==> src/design/pfc_pkg.sv <==
`timescale 1ns / 1ps
// ----------------------------------------------------------------------------
// pfc_pkg: shared types, constants and helpers of the playfair encryptor
// Request kinds, controller states, command and status structs, and the
// letter and square position helpers used by the controller and datapath.
// ----------------------------------------------------------------------------
package pfc_pkg;

  localparam logic [4:0] SQ_SIDE     = 5'd5;
  localparam logic [4:0] SQ_CELLS    = 5'd25;
  localparam logic [4:0] ALPHA       = 5'd26;
  localparam logic [4:0] LAST_LETTER = 5'd25;
  localparam logic [4:0] LET_I       = 5'd8;
  localparam logic [4:0] LET_J       = 5'd9;
  localparam logic [4:0] LET_X       = 5'd23;

  typedef enum logic [1:0] {
    KIND_KEY    = 2'd0,
    KIND_FINISH = 2'd1,
    KIND_MSG    = 2'd2,
    KIND_END    = 2'd3
  } kind_e;

  typedef enum logic [3:0] {
    ST_IDLE   = 4'b0001,
    ST_FINISH = 4'b0010,
    ST_CELL   = 4'b0100,
    ST_EMIT   = 4'b1000
  } state_e;

  typedef struct packed {
    logic key_place;
    logic clear;
    logic fin_start;
    logic fin_step;
    logic fin_done;
    logic pend_load;
    logic pend_clear;
    logic pair_start;
    logic pair_fill;
    logic cell_rd;
    logic out_load;
  } cmd_t;

  typedef struct packed {
    logic sq_ready;
    logic pend_valid;
    logic match;
    logic in_range;
    logic fill_full;
    logic fin_last;
    logic out_busy;
  } sts_t;

  function automatic logic [4:0] fold_j(logic [4:0] v);
    return (v == LET_J) ? LET_I : v;
  endfunction

  // row of a cell index below 25, by reciprocal multiply
  function automatic logic [2:0] pos_row(logic [4:0] p);
    logic [9:0] prod;
    prod = 10'(p) * 10'd13;
    return prod[8:6];
  endfunction

  function automatic logic [2:0] pos_col(logic [4:0] p);
    logic [2:0] r;
    logic [4:0] base;
    r    = pos_row(p);
    base = 5'({r, 2'b00}) + 5'(r);
    return 3'(p - base);
  endfunction

  function automatic logic [2:0] wrap_inc(logic [2:0] v);
    return (v == 3'(SQ_SIDE - 5'd1)) ? 3'd0 : v + 3'd1;
  endfunction

  function automatic logic [4:0] cell_idx(logic [2:0] r, logic [2:0] c);
    return 5'({r, 2'b00}) + 5'(r) + 5'(c);
  endfunction

endpackage

==> src/design/pfc_req_if.sv <==
`timescale 1ns / 1ps
// ----------------------------------------------------------------------------
// pfc_req_if: request channel of the playfair encryptor
// Valid/ready channel carrying the request kind and its letter.
// ----------------------------------------------------------------------------
interface pfc_req_if;
  logic       valid;
  logic       ready;
  logic [1:0] kind;
  logic [4:0] letter;

  modport source (output valid, kind, letter, input ready);
  modport sink   (input valid, kind, letter, output ready);
endinterface

==> src/design/pfc_rsp_if.sv <==
`timescale 1ns / 1ps
// ----------------------------------------------------------------------------
// pfc_rsp_if: cipher output channel of the playfair encryptor
// Valid/ready channel carrying one cipher letter and the end-of-pair flag.
// ----------------------------------------------------------------------------
interface pfc_rsp_if;
  logic       valid;
  logic       ready;
  logic [4:0] cipher_letter;
  logic       last;

  modport source (output valid, cipher_letter, last, input ready);
  modport sink   (input valid, cipher_letter, last, output ready);
endinterface

==> src/design/pfc_cfg_if.sv <==
`timescale 1ns / 1ps
// ----------------------------------------------------------------------------
// pfc_cfg_if: configuration write channel of the playfair encryptor
// Valid/ready channel carrying the filler letter register value.
// ----------------------------------------------------------------------------
interface pfc_cfg_if;
  logic       valid;
  logic       ready;
  logic [4:0] filler_letter;

  modport source (output valid, filler_letter, input ready);
  modport sink   (input valid, filler_letter, output ready);
endinterface

==> src/design/pfc_ctrl.sv <==
`timescale 1ns / 1ps
// ----------------------------------------------------------------------------
// pfc_ctrl: controller of the playfair encryptor
// Decodes each request against the datapath status, sequences the square
// completion walk and the two-step pair lookup, and issues datapath commands.
// ----------------------------------------------------------------------------
module pfc_ctrl (
  input  logic          clk_i,
  input  logic          rst_ni,
  input  logic          req_valid_i,
  input  logic [1:0]    req_kind_i,
  output logic          req_ready_o,
  input  pfc_pkg::sts_t sts_i,
  output pfc_pkg::cmd_t cmd_o
);
  import pfc_pkg::*;

  state_e state_q, state_d;
  kind_e  kind;

  assign kind = kind_e'(req_kind_i);

  always_comb begin
    cmd_o       = '0;
    state_d     = state_q;
    req_ready_o = 1'b0;
    unique case (state_q)
      ST_IDLE: begin
        req_ready_o = 1'b1;
        if (req_valid_i) begin
          unique case (kind)
            KIND_KEY: begin
              if (sts_i.in_range) begin
                cmd_o.key_place = 1'b1;
                cmd_o.clear     = sts_i.sq_ready | sts_i.fill_full;
              end
            end
            KIND_FINISH: begin
              if (!sts_i.sq_ready) begin
                cmd_o.fin_start = 1'b1;
                state_d         = ST_FINISH;
              end
            end
            KIND_MSG: begin
              if (sts_i.sq_ready && sts_i.in_range) begin
                if (!sts_i.pend_valid) begin
                  cmd_o.pend_load = 1'b1;
                end else if (sts_i.match) begin
                  cmd_o.pair_start = 1'b1;
                  cmd_o.pair_fill  = 1'b1;
                  cmd_o.pend_load  = 1'b1;
                  state_d          = ST_CELL;
                end else begin
                  cmd_o.pair_start = 1'b1;
                  cmd_o.pend_clear = 1'b1;
                  state_d          = ST_CELL;
                end
              end
            end
            KIND_END: begin
              if (sts_i.sq_ready && sts_i.pend_valid) begin
                cmd_o.pair_start = 1'b1;
                cmd_o.pair_fill  = 1'b1;
                cmd_o.pend_clear = 1'b1;
                state_d          = ST_CELL;
              end
            end
            default: begin
            end
          endcase
        end
      end
      ST_FINISH: begin
        cmd_o.fin_step = 1'b1;
        if (sts_i.fin_last) begin
          cmd_o.fin_done = 1'b1;
          state_d        = ST_IDLE;
        end
      end
      ST_CELL: begin
        cmd_o.cell_rd = 1'b1;
        state_d       = ST_EMIT;
      end
      ST_EMIT: begin
        if (!sts_i.out_busy) begin
          cmd_o.out_load = 1'b1;
          state_d        = ST_IDLE;
        end
      end
      default: begin
        state_d = ST_IDLE;
      end
    endcase
  end

  always_ff @(posedge clk_i or negedge rst_ni) begin
    if (!rst_ni) begin
      state_q <= ST_IDLE;
    end else begin
      state_q <= state_d;
    end
  end

endmodule

==> src/design/pfc_dp.sv <==
`timescale 1ns / 1ps
// ----------------------------------------------------------------------------
// pfc_dp: datapath of the playfair encryptor
// Square and position memories, fill and presence tracking, open pair,
// pair rule evaluation and the two-letter output stage.
// ----------------------------------------------------------------------------
module pfc_dp (
  input  logic          clk_i,
  input  logic          rst_ni,
  input  pfc_pkg::cmd_t cmd_i,
  output pfc_pkg::sts_t sts_o,
  input  logic [4:0]    letter_i,
  input  logic [4:0]    filler_i,
  output logic          out_valid_o,
  input  logic          out_ready_i,
  output logic [4:0]    cipher_letter_o,
  output logic          last_o
);
  import pfc_pkg::*;

  logic [4:0] sq_mem  [25];
  logic [4:0] pos_mem [26];

  logic [25:0] present_q, present_d, present_base;
  logic [4:0]  fill_q, fill_d, fill_base;
  logic        ready_q, ready_d;
  logic        pend_valid_q, pend_valid_d;
  logic [4:0]  pend_letter_q, pend_letter_d;
  logic [4:0]  fin_cnt_q, fin_cnt_d;

  logic [4:0] pa_q, pb_q;
  logic [4:0] x_q, y_q;
  logic [4:0] ox_q, oy_q;
  logic       out_valid_q, out_valid_d;
  logic       out_second_q, out_second_d;

  logic [4:0] v_let, fill_let, fill_raw, place_let, b_let;
  logic       do_place;
  logic [2:0] ra, ca, rb, cb, xr, xc, yr, yc;
  logic [4:0] xi, yi;

  assign v_let    = fold_j(letter_i);
  assign fill_raw = (filler_i < ALPHA) ? filler_i : LET_X;
  assign fill_let = fold_j(fill_raw);
  assign b_let    = cmd_i.pair_fill ? fill_let : v_let;

  // placement into the square, shared by key letters and the finish walk
  assign place_let    = cmd_i.fin_step ? fin_cnt_q : v_let;
  assign present_base = cmd_i.clear ? '0 : present_q;
  assign fill_base    = cmd_i.clear ? '0 : fill_q;
  assign do_place     = (cmd_i.key_place | cmd_i.fin_step) && (place_let != LET_J)
                        && !present_base[place_let] && (fill_base < SQ_CELLS);

  always_comb begin
    present_d = present_base;
    if (do_place) begin
      present_d = present_base | (26'd1 << place_let);
    end
    fill_d = fill_base + 5'(do_place);

    ready_d = ready_q;
    if (cmd_i.clear) begin
      ready_d = 1'b0;
    end else if (cmd_i.fin_done) begin
      ready_d = 1'b1;
    end

    pend_valid_d  = pend_valid_q;
    pend_letter_d = pend_letter_q;
    if (cmd_i.pend_load) begin
      pend_valid_d  = 1'b1;
      pend_letter_d = v_let;
    end else if (cmd_i.pend_clear || cmd_i.clear || cmd_i.fin_done) begin
      pend_valid_d = 1'b0;
    end

    fin_cnt_d = fin_cnt_q;
    if (cmd_i.fin_start) begin
      fin_cnt_d = '0;
    end else if (cmd_i.fin_step) begin
      fin_cnt_d = fin_cnt_q + 5'd1;
    end
  end

  always_ff @(posedge clk_i or negedge rst_ni) begin
    if (!rst_ni) begin
      present_q     <= '0;
      fill_q        <= '0;
      ready_q       <= 1'b0;
      pend_valid_q  <= 1'b0;
      pend_letter_q <= '0;
      fin_cnt_q     <= '0;
    end else begin
      present_q     <= present_d;
      fill_q        <= fill_d;
      ready_q       <= ready_d;
      pend_valid_q  <= pend_valid_d;
      pend_letter_q <= pend_letter_d;
      fin_cnt_q     <= fin_cnt_d;
    end
  end

  // position memory: one write, two registered reads
  always_ff @(posedge clk_i) begin
    if (do_place) begin
      pos_mem[place_let] <= fill_base;
    end
    if (cmd_i.pair_start) begin
      pa_q <= pos_mem[pend_letter_q];
      pb_q <= pos_mem[b_let];
    end
  end

  // pair rules
  always_comb begin
    ra = pos_row(pa_q);
    ca = pos_col(pa_q);
    rb = pos_row(pb_q);
    cb = pos_col(pb_q);
    if (ra == rb) begin
      xr = ra;
      xc = wrap_inc(ca);
      yr = rb;
      yc = wrap_inc(cb);
    end else if (ca == cb) begin
      xr = wrap_inc(ra);
      xc = ca;
      yr = wrap_inc(rb);
      yc = cb;
    end else begin
      xr = ra;
      xc = cb;
      yr = rb;
      yc = ca;
    end
    xi = cell_idx(xr, xc);
    yi = cell_idx(yr, yc);
  end

  // square memory: one write, two registered reads
  always_ff @(posedge clk_i) begin
    if (do_place) begin
      sq_mem[fill_base] <= place_let;
    end
    if (cmd_i.cell_rd) begin
      x_q <= sq_mem[xi];
      y_q <= sq_mem[yi];
    end
  end

  // output stage: first letter, then second with last set
  always_comb begin
    out_valid_d  = out_valid_q;
    out_second_d = out_second_q;
    if (cmd_i.out_load) begin
      out_valid_d  = 1'b1;
      out_second_d = 1'b0;
    end else if (out_valid_q && out_ready_i) begin
      if (out_second_q) begin
        out_valid_d = 1'b0;
      end else begin
        out_second_d = 1'b1;
      end
    end
  end

  always_ff @(posedge clk_i or negedge rst_ni) begin
    if (!rst_ni) begin
      out_valid_q  <= 1'b0;
      out_second_q <= 1'b0;
    end else begin
      out_valid_q  <= out_valid_d;
      out_second_q <= out_second_d;
    end
  end

  always_ff @(posedge clk_i) begin
    if (cmd_i.out_load) begin
      ox_q <= x_q;
      oy_q <= y_q;
    end
  end

  assign out_valid_o     = out_valid_q;
  assign cipher_letter_o = out_second_q ? oy_q : ox_q;
  assign last_o          = out_second_q;

  assign sts_o.sq_ready   = ready_q;
  assign sts_o.pend_valid = pend_valid_q;
  assign sts_o.match      = (v_let == pend_letter_q);
  assign sts_o.in_range   = (letter_i < ALPHA);
  assign sts_o.fill_full  = (fill_q >= SQ_CELLS);
  assign sts_o.fin_last   = (fin_cnt_q == LAST_LETTER);
  assign sts_o.out_busy   = out_valid_q;

  a_fin_fills_square: assert property (@(posedge clk_i) disable iff (!rst_ni)
    cmd_i.fin_done |=> (ready_q && fill_q == SQ_CELLS))
    else $error("square not complete after finish walk");

  a_pair_needs_square: assert property (@(posedge clk_i) disable iff (!rst_ni)
    cmd_i.pair_start |-> ready_q)
    else $error("pair started on an unfinished square");

  a_load_when_free: assert property (@(posedge clk_i) disable iff (!rst_ni)
    cmd_i.out_load |-> !out_valid_q)
    else $error("output stage overwritten");

  a_pair_drains: assert property (@(posedge clk_i) disable iff (!rst_ni)
    (out_valid_q && out_ready_i && out_second_q) |=> !out_valid_q)
    else $error("output stage still valid after second letter");

endmodule

==> src/design/playfair_cipher_encryptor.sv <==
`timescale 1ns / 1ps
// ----------------------------------------------------------------------------
// playfair_cipher_encryptor: playfair encryptor over a 5x5 square
// Builds the square from key requests and encrypts message letters in pairs.
// ----------------------------------------------------------------------------
// req_i carries kind and letter: key letter, finish square, message letter or
// end of message. rsp_o delivers cipher letters, two per encrypted pair, with
// last set on the second. cfg_i writes the filler letter (reset x) and is
// always ready; write it only while the block is idle.
// Sequencing: a key letter, a message letter that only opens a pair, or an
// ignored request is taken without leaving the idle state. A finish request
// walks the alphabet letter by letter through the single square write port.
// A pair-closing request passes a position memory read, a square memory read
// and a load into the output stage; its first cipher letter is valid in the
// cycle after the load and the second in the cycle after the receiver takes
// the first. The output stage holds one pair, so the next request is taken
// while it drains; a further pair waits in its load step while the receiver
// stalls. Reset clears the square, the open pair and the output stage; the
// block is ready to take requests in the first cycle after reset.
// ----------------------------------------------------------------------------
module playfair_cipher_encryptor (
  input  logic clk_i,
  input  logic rst_ni,
  pfc_req_if.sink   req_i,
  pfc_rsp_if.source rsp_o,
  pfc_cfg_if.sink   cfg_i
);
  import pfc_pkg::*;

  cmd_t       cmd;
  sts_t       sts;
  logic [4:0] filler_q;

  assign cfg_i.ready = 1'b1;

  always_ff @(posedge clk_i or negedge rst_ni) begin
    if (!rst_ni) begin
      filler_q <= LET_X;
    end else if (cfg_i.valid) begin
      filler_q <= cfg_i.filler_letter;
    end
  end

  pfc_ctrl u_ctrl (
    .clk_i       (clk_i),
    .rst_ni      (rst_ni),
    .req_valid_i (req_i.valid),
    .req_kind_i  (req_i.kind),
    .req_ready_o (req_i.ready),
    .sts_i       (sts),
    .cmd_o       (cmd)
  );

  pfc_dp u_dp (
    .clk_i           (clk_i),
    .rst_ni          (rst_ni),
    .cmd_i           (cmd),
    .sts_o           (sts),
    .letter_i        (req_i.letter),
    .filler_i        (filler_q),
    .out_valid_o     (rsp_o.valid),
    .out_ready_i     (rsp_o.ready),
    .cipher_letter_o (rsp_o.cipher_letter),
    .last_o          (rsp_o.last)
  );

endmodule
==> src/flat_wrapper.sv <==
// flat-port wrapper written by rule: the top's interface ports become plain ports
module playfair_cipher_encryptor_flat import pfc_pkg::*;
  (clk_i, rst_ni, req_i_valid, req_i_kind, req_i_letter, req_i_ready, rsp_o_valid, rsp_o_cipher_letter, rsp_o_last, rsp_o_ready, cfg_i_valid, cfg_i_filler_letter, cfg_i_ready);
  pfc_req_if req_i_i ();
  pfc_rsp_if rsp_o_i ();
  pfc_cfg_if cfg_i_i ();
  input  logic clk_i;
  input  logic rst_ni;
  input wire logic [$bits(req_i_i.valid)-1:0] req_i_valid;
  input wire logic [$bits(req_i_i.kind)-1:0] req_i_kind;
  input wire logic [$bits(req_i_i.letter)-1:0] req_i_letter;
  output wire logic [$bits(req_i_i.ready)-1:0] req_i_ready;
  output wire logic [$bits(rsp_o_i.valid)-1:0] rsp_o_valid;
  output wire logic [$bits(rsp_o_i.cipher_letter)-1:0] rsp_o_cipher_letter;
  output wire logic [$bits(rsp_o_i.last)-1:0] rsp_o_last;
  input wire logic [$bits(rsp_o_i.ready)-1:0] rsp_o_ready;
  input wire logic [$bits(cfg_i_i.valid)-1:0] cfg_i_valid;
  input wire logic [$bits(cfg_i_i.filler_letter)-1:0] cfg_i_filler_letter;
  output wire logic [$bits(cfg_i_i.ready)-1:0] cfg_i_ready;
  assign req_i_i.valid = req_i_valid;
  assign req_i_i.kind = req_i_kind;
  assign req_i_i.letter = req_i_letter;
  assign req_i_ready = req_i_i.ready;
  assign rsp_o_valid = rsp_o_i.valid;
  assign rsp_o_cipher_letter = rsp_o_i.cipher_letter;
  assign rsp_o_last = rsp_o_i.last;
  assign rsp_o_i.ready = rsp_o_ready;
  assign cfg_i_i.valid = cfg_i_valid;
  assign cfg_i_i.filler_letter = cfg_i_filler_letter;
  assign cfg_i_ready = cfg_i_i.ready;
  playfair_cipher_encryptor u_core (.clk_i(clk_i), .rst_ni(rst_ni), .req_i(req_i_i), .rsp_o(rsp_o_i), .cfg_i(cfg_i_i));
endmodule
==> config.mk <==
export PLATFORM = sky130hd
export DESIGN_NAME = playfair_cipher_encryptor_flat
export DESIGN_NICKNAME = d
export VERILOG_FILES = /design/src/design/pfc_pkg.sv /design/src/design/pfc_req_if.sv /design/src/design/pfc_rsp_if.sv /design/src/design/pfc_cfg_if.sv /design/src/design/pfc_ctrl.sv /design/src/design/pfc_dp.sv /design/src/design/playfair_cipher_encryptor.sv /design/src/flat_wrapper.sv
export SDC_FILE = /design/constraint.sdc
export NUM_CORES = 1
export LEC_CHECK = 0
export ABC_AREA = 1
export BUFFER_PORTS_ARGS = -buffer_cell sky130_fd_sc_hd__buf_2
export CAP_MARGIN = 5
export CORE_MARGIN = 10
export CORE_UTILIZATION = 30
export CTS_CLUSTER_SIZE = 25
export DETAILED_ROUTE_END_ITERATION = 6
export HOLD_SLACK_MARGIN = 0.08
export SLEW_MARGIN = 15
export SYNTH_ARGS = -nofsm -noshare
export SYNTH_HDL_FRONTEND = slang
export SYNTH_SLANG_ARGS = --single-unit
export TNS_END_PERCENT = 50
==> constraint.sdc <==
create_clock -name clk_i -period 6.5 [get_ports clk_i]
set_clock_uncertainty 0.15 [all_clocks]
set_input_delay 0 -clock clk_i [delete_from_list [all_inputs] [get_ports clk_i]]
set_output_delay 0 -clock clk_i [all_outputs]
set_load 0.005 [all_outputs]
# After elaboration in Yosys (flattened, before gate mapping)
# Memories as Yosys holds them, arrays and structs flattened. A register that Yosys moved wholly into a read port is not among the register bits.
# Cells that the tools add are included.
# word_totals
register_bits	64
ram_bits	255
out_inout_bits	9
word_cells	149
mem_count	2
# memory_table
memory	depth	word_bits	rd	rd_clocked_by_memory_dff	write_ports	line	text
u_core.u_dp.pos_mem	26	5	2	2	1	pfc_dp.sv:22	logic [4:0] pos_mem [26];
u_core.u_dp.sq_mem	25	5	2	2	1	pfc_dp.sv:21	logic [4:0] sq_mem [25];
# op_classes
add_sub_neg	14
multipliers	2
magnitude_cmp	5
n_eq_ne	26
shift	1
muxes	67
n_bitwise	3
reduce_logical	17
# op_table
cell	count
two-way mux 26 bit	2
two-way mux 3 bit	16
two-way mux 5 bit	9
two-way mux 4 bit	10
OR 26 bit	1
left shift 1 x 5 -> 26 bit, first input constant	1
two-way mux 1 bit	23
adder 5 x 3 -> 5 bit	4
multiplier 5 x 4 -> 9 bit, second input constant	2
one-hot mux 4 bit (4 select lines)	1
less-than comparator 5 bit, second input constant	3
adder 3 x 1 -> 3 bit, second input constant	4
equality test 3 bit, second input constant	4
inequality test 3 bit, second input constant	4
one-hot mux 4 bit (3 select lines)	1
equality test 5 x 4 -> 1 bit, second input constant	2
nonzero test 2 bit	5
AND reduction 8 bit	1
adder 3 bit	2
equality test 3 bit	2
logical AND 1 bit	6
less-than comparator 5 x 6 -> 1 bit, second input constant	1
two-way mux 2 bit	3
one-hot mux 3 bit (2 select lines)	1
other kinds (22)	27

# Logic depth before layout (Yosys ltp)
# logic_depth
depth_word	14
mapped_depth	40

# Hierarchy
# A second synthesis with hierarchy kept.
# unflattened
hier_cells	2043
hier_area_um2	18580.3
# by_module_without_submodules
module	n_inst	cells_each	area_each_um2
pfc_dp	1	1941	17899.7
pfc_ctrl	1	79	479.2
playfair_cipher_encryptor	1	23	201.4

# Worst setup path before layout
# Ideal clock, no wire load.
# synth_path
kind	register to register
start	reg u_core.u_dp.pa_q[1] (read register of u_core.u_dp.pos_mem)
end	reg u_core.u_dp.x_q[0] (read register of u_core.u_dp.sq_mem), data pin
arrival_ns	6.319
t_required_ns	6.096
path_slack_ns	-0.222
path_stages_with_launch	39
n_path_buf	3
period_less_slack_ns	6.722
cell_sequence	edfxtp_1 > ha_1 > fa_1 > ha_1 > nand2_1 > inv_1 > nand2_1 > nand3b_1 > nand2_1 > inv_1 > ha_1 > inv_1 > ha_1 > nor2_1 > fa_1 > xnor2_1 > inv_1 > nand3_1 > [... 3 more ...] > inv_1 > nand2_1 > nand2_1 > and2_1 > clkbuf_1 > nand3_1 > o21ai_0 > inv_1 > fa_1 > inv_1 > fa_1 > clkbuf_1 > inv_1 > clkbuf_1 > o211ai_1 > o21ai_0 > nand3_1 > nand2_1
# synth_via
elab_chain_cells	8
word_cells_on_any_way	17
# synth_lines
element	line	text
start: declaration	pfc_dp.sv:31	logic [4:0] pa_q, pb_q;
multiplier 5 x 4 -> 9 bit	pfc_pkg.sv:62	prod = 10'(p) * 10'd13;
adder 3 bit	pfc_pkg.sv:70	base = 5'({r, 2'b00}) + 5'(r);
subtractor 3 bit	pfc_pkg.sv:71	return 3'(p - base);
equality test 3 bit	pfc_dp.sv:125	end else if (ca == cb) begin
two-way mux 3 bit	pfc_dp.sv:125	
two-way mux 3 bit	pfc_dp.sv:120	if (ra == rb) begin
adder 5 x 3 -> 5 bit	pfc_pkg.sv:79	return 5'({r, 2'b00}) + 5'(r) + 5'(c);
adder 5 x 3 -> 5 bit (*)	pfc_pkg.sv:79	
end: declaration	pfc_dp.sv:32	logic [4:0] x_q, y_q;
# Mark *: on every way between the ends. The rest lies on a longest branch, timed or not.
# A chain may end at the register's enable or synchronous reset.

# Worst setup path after layout
# layout_path
start	reg u_core.u_dp.pb_q[2] (read register of u_core.u_dp.pos_mem)
end	reg u_core.u_dp.x_q[0] (read register of u_core.u_dp.sq_mem), data pin
# layout_via
elab_chain_cells	8
word_cells_on_any_way	11
# layout_lines
element	line
start: declaration	pfc_dp.sv:31
multiplier 5 x 4 -> 9 bit	pfc_pkg.sv:62
adder 3 bit	pfc_pkg.sv:70
subtractor 3 bit	pfc_pkg.sv:71
equality test 3 bit	pfc_dp.sv:125
two-way mux 3 bit	pfc_dp.sv:125
two-way mux 3 bit	pfc_dp.sv:120
adder 5 x 3 -> 5 bit	pfc_pkg.sv:79
adder 5 x 3 -> 5 bit (*)	pfc_pkg.sv:79
# Marks and branches as above.

==> reports/summary.txt <==
sequential fraction of the synthesis area: 52.5%
largest buffer count on any clock path: 3
hpwl dp: 38300 um
die span in x: 271 um
Synth area leaders: edfxtp_1 (45%), nand3_1 (8.0%), nand2_1 (7.5%), dfrtp_1 (6.4%), inv_1 (5.8%)
Reg-to-Reg End: u_core.u_dp.x_q[0]
Hold WS: 125 ps
startpoint types: register
design area: 22100 um^2
met3 Resource Use GR: 2.96%
routability cong.: 0.942
row count: 91
Clock H-tree levels: 2
Syn Area/Cell: 8.79 um^2
routed vias: 15.9k
Worst EP arrival: 6560 ps
worst reg-to-reg setup slack: 230 ps
Top cell by count, worst path: nand2_1
critical path type: register to register
Top delay family on crit path: adder cells
initial antenna violation count: 1
Mapped Cells: 2144
Async SR Flop Fraction: 15.7%
CTS tree: built
GR Layer Usage met1: 19.5%
largest net degree at the start of global routing: 82
Max Fclk: 159 MHz
Max stage delay on crit path: 510 ps
input/output buffers: 24
HP Start: cfg_i_valid
Worst setup startpoint: u_core.u_dp.pb_q[2]
post-route ant nets: 0
Top FF cell, synth: edfxtp_1
Setup Viol. Count Final: 0
number of library cell types mapped by synthesis: 52
post-route non-filler standard cell count: 3090
Hold Path Class: primary input to register
WL final: 55500 um
# diodes: 0
slowest CP cell: fa_1
NumNets Final: 2303
Final Slew Violations: 0
residual DRC count: 0
status: finished, final reports clean
Area Overhead vs Synth: 17.5%
remaining global-route overflow: 0
clk sinks: 338
most frequent cells in the layout: nand2_1 (366), nand3_1 (297), edfxtp_1 (285)
crit end category: register
Fin Setup TNS: 0 ps
dominant cell type by area after synthesis: edfxtp_1
synthesized area: 18800 um^2
Worst-Margin Slew: 1240 ps
Crit Path Max Fanout: 40
vias in the first global route: 15.5k
hold path depth: 3
worst skew pair latency: 580 ps
routed len/inst: 18.0 um
Total Routing Usage GR: 14.8%
core area: 61900 um^2
number of flops mapped to enable cells by yosys: 285
Pwr per Cell Area: 522 nW/um^2
die area: 73200 um^2
most common cell after layout, fill and taps aside: nand2_1
Max Cap Violations: 0
Max IR drop VDD: 330 uV
placed cell count: 2976
Yosys reg bits: 338
Die H: 271 um
top-area cell type share of the netlist area: 45.4%
Reg2Reg Launch Point: u_core.u_dp.pb_q[2]
Fill cells: 6242
layout cells sized above 1: 11.7%
1st-pass router iterations: 6
GRT Max-Usage Layer: met2
# IOs: 26
Buf+Inv Stages, Crit Path: 6
Final min period: 6270 ps
leak pwr: 9.10 nW
Hold Vio Cnt, Final: 0
clock transition at the registers of the reported paths: 60 ps
Hold Path End: u_core.filler_q[4]
slew margin rel.: 17.5%
CTS root buf: clkbuf_16
CTS Buf Count: 39
Tcrit/Tclk final: 96.5%
Reg2Reg Depth: 36
met2 Usage GRT: 23.8%
CP required: 6790 ps
Area after DPL: 20300 um^2
global-route wire length before repair: 86800 um
routed vias/inst: 5.15
PnR Total Power: 11.6 mW
synth warn: 0
Starting DRT DRC Count: 1510
Initial Utilization: 30.4%
[cell type report]
cell class	count	area, um^2	share of cell area [%]
inverter	302	1130	5.12
multi-input combinational	1399	7580	34.2
tap	837	1050	4.73
sequential	338	9890	44.7
clock buffer	45	1010	4.55
timing repair buffer	142	1210	5.45
clock inverter	27	282	1.27
[kinds of logic after synthesis]
family / after synthesis / share of synthesized area, %
muxes: 3 / 0.179
and+or+nand+nor: 832 / 19.3
other: 2 / 0.0399
AOI/OAI and AO/OA: 482 / 14.4
adders and majority gates: 64 / 4.57
DFF: 338 / 52.5
xor gates and xnor gates: 12 / 0.558
buffers and inverters: 411 / 8.54
[state kept, by name (all words and copies together) (netlist names)]
name,flops
u_core.filler_q,5
u_core.u_ctrl.state_q,4
u_core.u_dp.fill_q,5
u_core.u_dp.fin_cnt_q,5
u_core.u_dp.last_o,1
u_core.u_dp.out_valid_o,1
u_core.u_dp.ox_q,5
u_core.u_dp.oy_q,5
u_core.u_dp.pa_q,5
u_core.u_dp.pb_q,5
u_core.u_dp.pend_letter_q,5
u_core.u_dp.pend_valid_q,1
u_core.u_dp.pos_mem,130
u_core.u_dp.present_q,25
u_core.u_dp.ready_q,1
u_core.u_dp.sq_mem,125
u_core.u_dp.x_q,5
u_core.u_dp.y_q,5
[synth_stat cells, types with 6 or more instances]
library cell  number
a21oi_1          144
a31oi_1           10
buf_2             18
clkbuf_1          80
clkinv_1           6
dfrtp_1           48
edfxtp_1         285
fa_1               8
ha_1              56
inv_1            293
nand2_1          379
nand2_2            6
nand3_1          300
nand4_1            8
nor2_1           112
nor3_1             9
o211ai_1          65
o21ai_0          213
o21ai_1           14
o21ai_2           11
o22ai_1           10
xnor2_1            9
[routing by layer]
| layer | wire [um] | up-vias |
|---|---|---|
| met5 | 9 | - |
| met4 | 1560 | 2 |
| met3 | 4680 | 105 |
| met2 | 25200 | 681 |
| met1 | 24000 | 7604 |
| li1 | - | 7517 |
[timing repair]
item / CTS / global route
gates resized for setup: 1 / 51
pin swaps: 2 / 32
setup buffers: 0 / 7
hold buffers: 35 / 0
endpoints found under the setup margin: 10 / 10
endpoints found under the hold margin: 111 / 0
[worst max-delay path by stage]
stage | to | slack, ps | cells after the start
finish | u_core.u_dp.x_q[0] | 230 | 36
global placement | u_core.u_dp.y_q[3] | -40 | 36
global route | u_core.u_dp.x_q[0] | -1 | 37
CTS | u_core.u_dp.x_q[0] | 1 | 34
floorplan | u_core.u_dp.x_q[0] | 10 | 36
detailed placement | u_core.u_dp.y_q[0] | -80 | 35
[stage by stage]
stage | setup slack [ps] | util [%]
3_3_place_gp | -39.1 | 32.7
2_1_floorplan | 13.1 | -
3_5_place_dp | -78.7 | 32.7
4_1_cts | 0.999 | 35.4
5_1_grt | -1.01 | 35.8
6_report | 230 | 35.8
[report_power, final]
part | internal, mW | leakage (nW) | switching [mW] | total [mW]
logic | 2.24 | 5.21 | 4.18 | 6.42
registers | 2.78 | 3.26 | 0.130 | 2.91
clock network | 1.29 | 0.632 | 0.927 | 2.22
[worst min-delay path: stages]
cell and delay [ps]:
buf_2 140, o21ai_0 120, dlygate4sd3_1 570
Power figures use the tool's default switching activity.
